**config.mk**
```make
export PLATFORM = sky130hd
export DESIGN_NAME = jls_point_update
export DESIGN_NICKNAME = d
export VERILOG_FILES = /design/src/hw/rtl/jls_pkg.sv /design/src/hw/rtl/jls_point_update.sv
export SDC_FILE = /design/constraint.sdc
export NUM_CORES = 1
export LEC_CHECK = 0
export CORE_UTILIZATION = 40
export DETAILED_ROUTE_END_ITERATION = 12
export DONT_BUFFER_PORTS = 1
export GPL_TIMING_DRIVEN = 0
export PLACE_DENSITY_LB_ADDON = 0.08
export SETUP_SLACK_MARGIN = 0.3
export SLEW_MARGIN = 0
export SYNTH_ARGS = -nofsm -noshare
export SYNTH_HDL_FRONTEND = slang
export SYNTH_SLANG_ARGS = --single-unit
```
**constraint.sdc**
```tcl
create_clock -name vclk -period 15.1
set_input_delay 0.755 -clock vclk [all_inputs]
set_output_delay 0.755 -clock vclk [all_outputs]
set_load 0.1 [all_outputs]
```
**src/hw/rtl/jls_pkg.sv**
```systemverilog
// Shared constants and types for the Jacobi Laplace stencil sweep.
`default_nettype none

package jls_pkg;

   localparam int MAX_COLS_DEFAULT  = 1022;
   localparam int MAX_ROWS_DEFAULT  = 4095;
   localparam int CELL_BITS_DEFAULT = 24;

   localparam int COLS_RESET      = 1022;
   localparam int ROWS_RESET      = 1022;
   localparam int THRESHOLD_RESET = 655;

   localparam int CSR_INDEX_BITS = 2;

   typedef enum logic [CSR_INDEX_BITS-1:0] {
      CSR_COLS      = 2'd0,
      CSR_ROWS      = 2'd1,
      CSR_THRESHOLD = 2'd2
   } csr_index_type;

   typedef struct packed {
      logic emit;
      logic last;
      logic restart;
   } cell_flags_type;

endpackage

`default_nettype wire

```
**src/hw/rtl/jls_point_update.sv**
```systemverilog
// Four-neighbour average, absolute change, running maximum and convergence test.
`default_nettype none

module jls_point_update #(
   parameter int CELL_BITS = jls_pkg::CELL_BITS_DEFAULT
) (
   input  wire logic [CELL_BITS-1:0]   up_value,
   input  wire logic [CELL_BITS-1:0]   down_value,
   input  wire logic [CELL_BITS-1:0]   left_value,
   input  wire logic [CELL_BITS-1:0]   right_value,
   input  wire logic [CELL_BITS-1:0]   centre_value,
   input  wire logic [CELL_BITS-1:0]   running_max,
   input  wire logic [CELL_BITS-1:0]   threshold,
   input  wire jls_pkg::cell_flags_type flags,
   output logic      [CELL_BITS-1:0]   new_value,
   output logic      [CELL_BITS-1:0]   cell_change,
   output logic      [CELL_BITS-1:0]   max_next,
   output logic                        converged
);
   import jls_pkg::*;

   logic [CELL_BITS+1:0] sum;
   logic [CELL_BITS-1:0] base_max;

   always_comb begin
      sum = {2'b00, up_value} + {2'b00, down_value}
          + {2'b00, left_value} + {2'b00, right_value};
      new_value = sum[CELL_BITS+1:2];
      if (new_value >= centre_value) begin
         cell_change = new_value - centre_value;
      end else begin
         cell_change = centre_value - new_value;
      end
      base_max = flags.restart ? '0 : running_max;
      if (flags.emit && (cell_change > base_max)) begin
         max_next = cell_change;
      end else begin
         max_next = base_max;
      end
      converged = flags.last && (max_next <= threshold);
   end

endmodule

`default_nettype wire

```
==> summary.txt <==
Status
  • Status: finished, final reports clean

Hold path
  • Worst Hold Path EP: converged
  • Min-delay src: flags[1]
  • Hold Crit Class: in -> out
  • WHS Path Cells: 1

Routing
  • Via-to-Cell Ratio: 5.14
  • WL per Instance: approximately 15 um
  • Initial DRC Count: 150
  • Final antenna-violating net count: 0
  • Routed wire length: approximately 17 mm
  • Max Used Layer: met4
  • Via count: 5,867
  • Residual DRC: 0
  • Met1 Routed Length: a little over 7 mm
  • Met3 WL: ~1.4 mm
  • First-pass DRT Iterations: 4
  • Met2 wire length: between 8 and 9 mm

Synth
  • Yosys cell types: 64
  • Mapped Area: around 6600 sq um
  • Largest cells by area after synthesis: ha_1 22%, fa_1 15%, inv_1 12%, a21oi_1 4.7%, xnor2_1 4.4%
  • Post-Synthesis Cells: roughly 880
  • Post-synth top area cell: ha_1
  • Seq/Total Area, Yosys: 0%
  • Syn avg cell area: 7.57 sq um
  • Most frequent cell after synthesis: inv_1
  • Synthesis Warnings: 0
  • Commonest cells in the synthesized netlist: 216 x inv_1, 117 x ha_1, 62 x a21oi_1
  • Syn Nets: 1,216
  • Post-synth top area share: 22.0%

STA
  • Tmin final: about 14,000 ps
  • Crit share post-route: a little over nine tenths
  • Setup TNS: 0 ps
  • Slew @ Worst Pin: 1430 ps
  • RSZ-0062 raised after global routing: false
  • Final Slew Violations: 0
  • Final WS setup: ~880 ps
  • Setup Viol. Count Final: 0
  • Max-slew headroom: a little over 4%
  • Max Freq: around 70 MHz
  • Endpoints failing hold: 0

Finish
  • Final #Nets: approximately 1,300
  • Area growth syn-to-layout: 24.3%
  • Number of sequential cells: 0
  • Layout fillers: 1,552
  • Layout Cells excl Fill: approximately 1,100
  • ANT cells: 0
  • # clk buffers: 0
  • Reg area: 0 sq um
  • Share of cells above drive strength 1: between 15 and 20%

Worst setup path
  • Worst EP required: about 14,000 ps
  • Critical path type: in -> out
  • CP max stage delay: 710 ps
  • Critical Path Sink Type: output port
  • CP arrival: approximately 13,000 ps
  • Slowest-stage cell, CP: xor2_4
  • Critical Path Source Type: input port
  • CP max FO: 10

Placed design
  • Post-placement cell count: 1,134
  • Pre-CTS setup slack: -1270 ps
  • IO buf count: 0
  • DP HPWL: ~16 mm
  • Final GP Congestion: 0.818

Die
  • Die Ht: ~130 um
  • Die width: around 130 um
  • Row count: between 40 and 50
  • I/O pins: around 240
  • Initial core utilization: between 40% and 50%
  • CORE AREA: 16,100 sq um
  • Die ar.: 17,100 sq um

Global route
  • GRT overflow: 0
  • All-Layer GR Usage: 19.7%
  • Antenna violations before repair: 0
  • Largest net degree at the start of global routing: 11
  • Global-route wire length before repair: 27.3 mm
  • Vias in the first global route: 5,817

Flow run
  • Max-cap violations: 0

Clock tree
  • Hold Buf Count CTS: 0
[cell families (layout without fill, tap and decap cells)]
logic type | after synthesis | count (layout) | share of synthesized area (%)
muxes | 43 | 43 | 8.06
buffers and inverters | 237 | 284 | 14.3
and+or+nand+nor | 189 | 189 | 14.9
xor gates and xnor gates | 45 | 45 | 6.05
AOI/OAI and AO/OA | 197 | 197 | 19.5
adders and majority gates | 167 | 167 | 37.1
[worst max path at each step]
stage / end / slack [ps] / cells past startpoint / start
floorplan: converged / 610 / 51 / up_value[3]
global placement: converged / -890 / 45 / up_value[2]
detailed placement: converged / -1270 / 46 / up_value[3]
CTS: converged / 300 / 51 / up_value[3]
global route: converged / 300 / 52 / up_value[3]
finish: converged / 880 / 52 / up_value[3]
[critical path, delay by kind of cell]
kind / cells / cell delay (ps)
and+or+nand+nor: 7 / 1280
buffers and inverters: 6 / 790
xor gates and xnor gates: 2 / 1370
AOI/OAI and AO/OA: 30 / 6460
muxes: 1 / 440
adders and majority gates: 6 / 2360
[layout make-up]
type	instances	area (sq um)	area share, %
multi-input combinational	641	6350	76.9
tap	216	270	3.27
inverter	216	815	9.87
buffer	21	143	1.73
timing repair buffer	47	678	8.21
[per-stage QoR]
step	hold WS (ps)	instance area (sq um)	util [%]
CTS	1730	8050	50.1
floorplan	1820	6820	-
finish	1730	8260	51.4
detailed placement	1820	7850	48.9
global placement	1820	7090	44.1
global route	1730	8260	51.4
[layer usage]
metal	global-route usage, %	up-vias
li1	-	2994
met1	23.4	2671
met2	37.7	194
met3	3.91	8
met4	1.69	0
met5	0	-
[what timing repair did]
action,in CTS,in global routing
resized for setup,21,25
cloned,0,0
setup endpoints to repair,1,1
buffers inserted,3,2
endpoints found under the hold margin,0,0
pin swaps,5,13
[cell usage in the layout (no fill, tap or decap), types with 5 or more instances in the layout]
cell and instances:
a21o_1 29, a21oi_1 58, a21oi_2 5, and2_1 6, and3_1 5, buf_1 20
buf_16 20, buf_2 9, buf_4 6, clkbuf_1 7, fa_1 50, ha_1 114
inv_1 215, mux2_2 12, mux2_4 18, mux2i_1 9, nand2_1 29, nand2b_1 12
nand3_1 13, nand4_1 15, nor2_1 39, nor2b_1 38, nor3_1 10, o21a_1 12
o21ai_0 30, o21ai_2 6, o21bai_1 9, or3_1 5, xnor2_2 21, xnor2_4 9
xor2_2 6
Power is not shown: default switching activity piles up to over one toggle a cycle in this logic, so the estimate is an artifact.
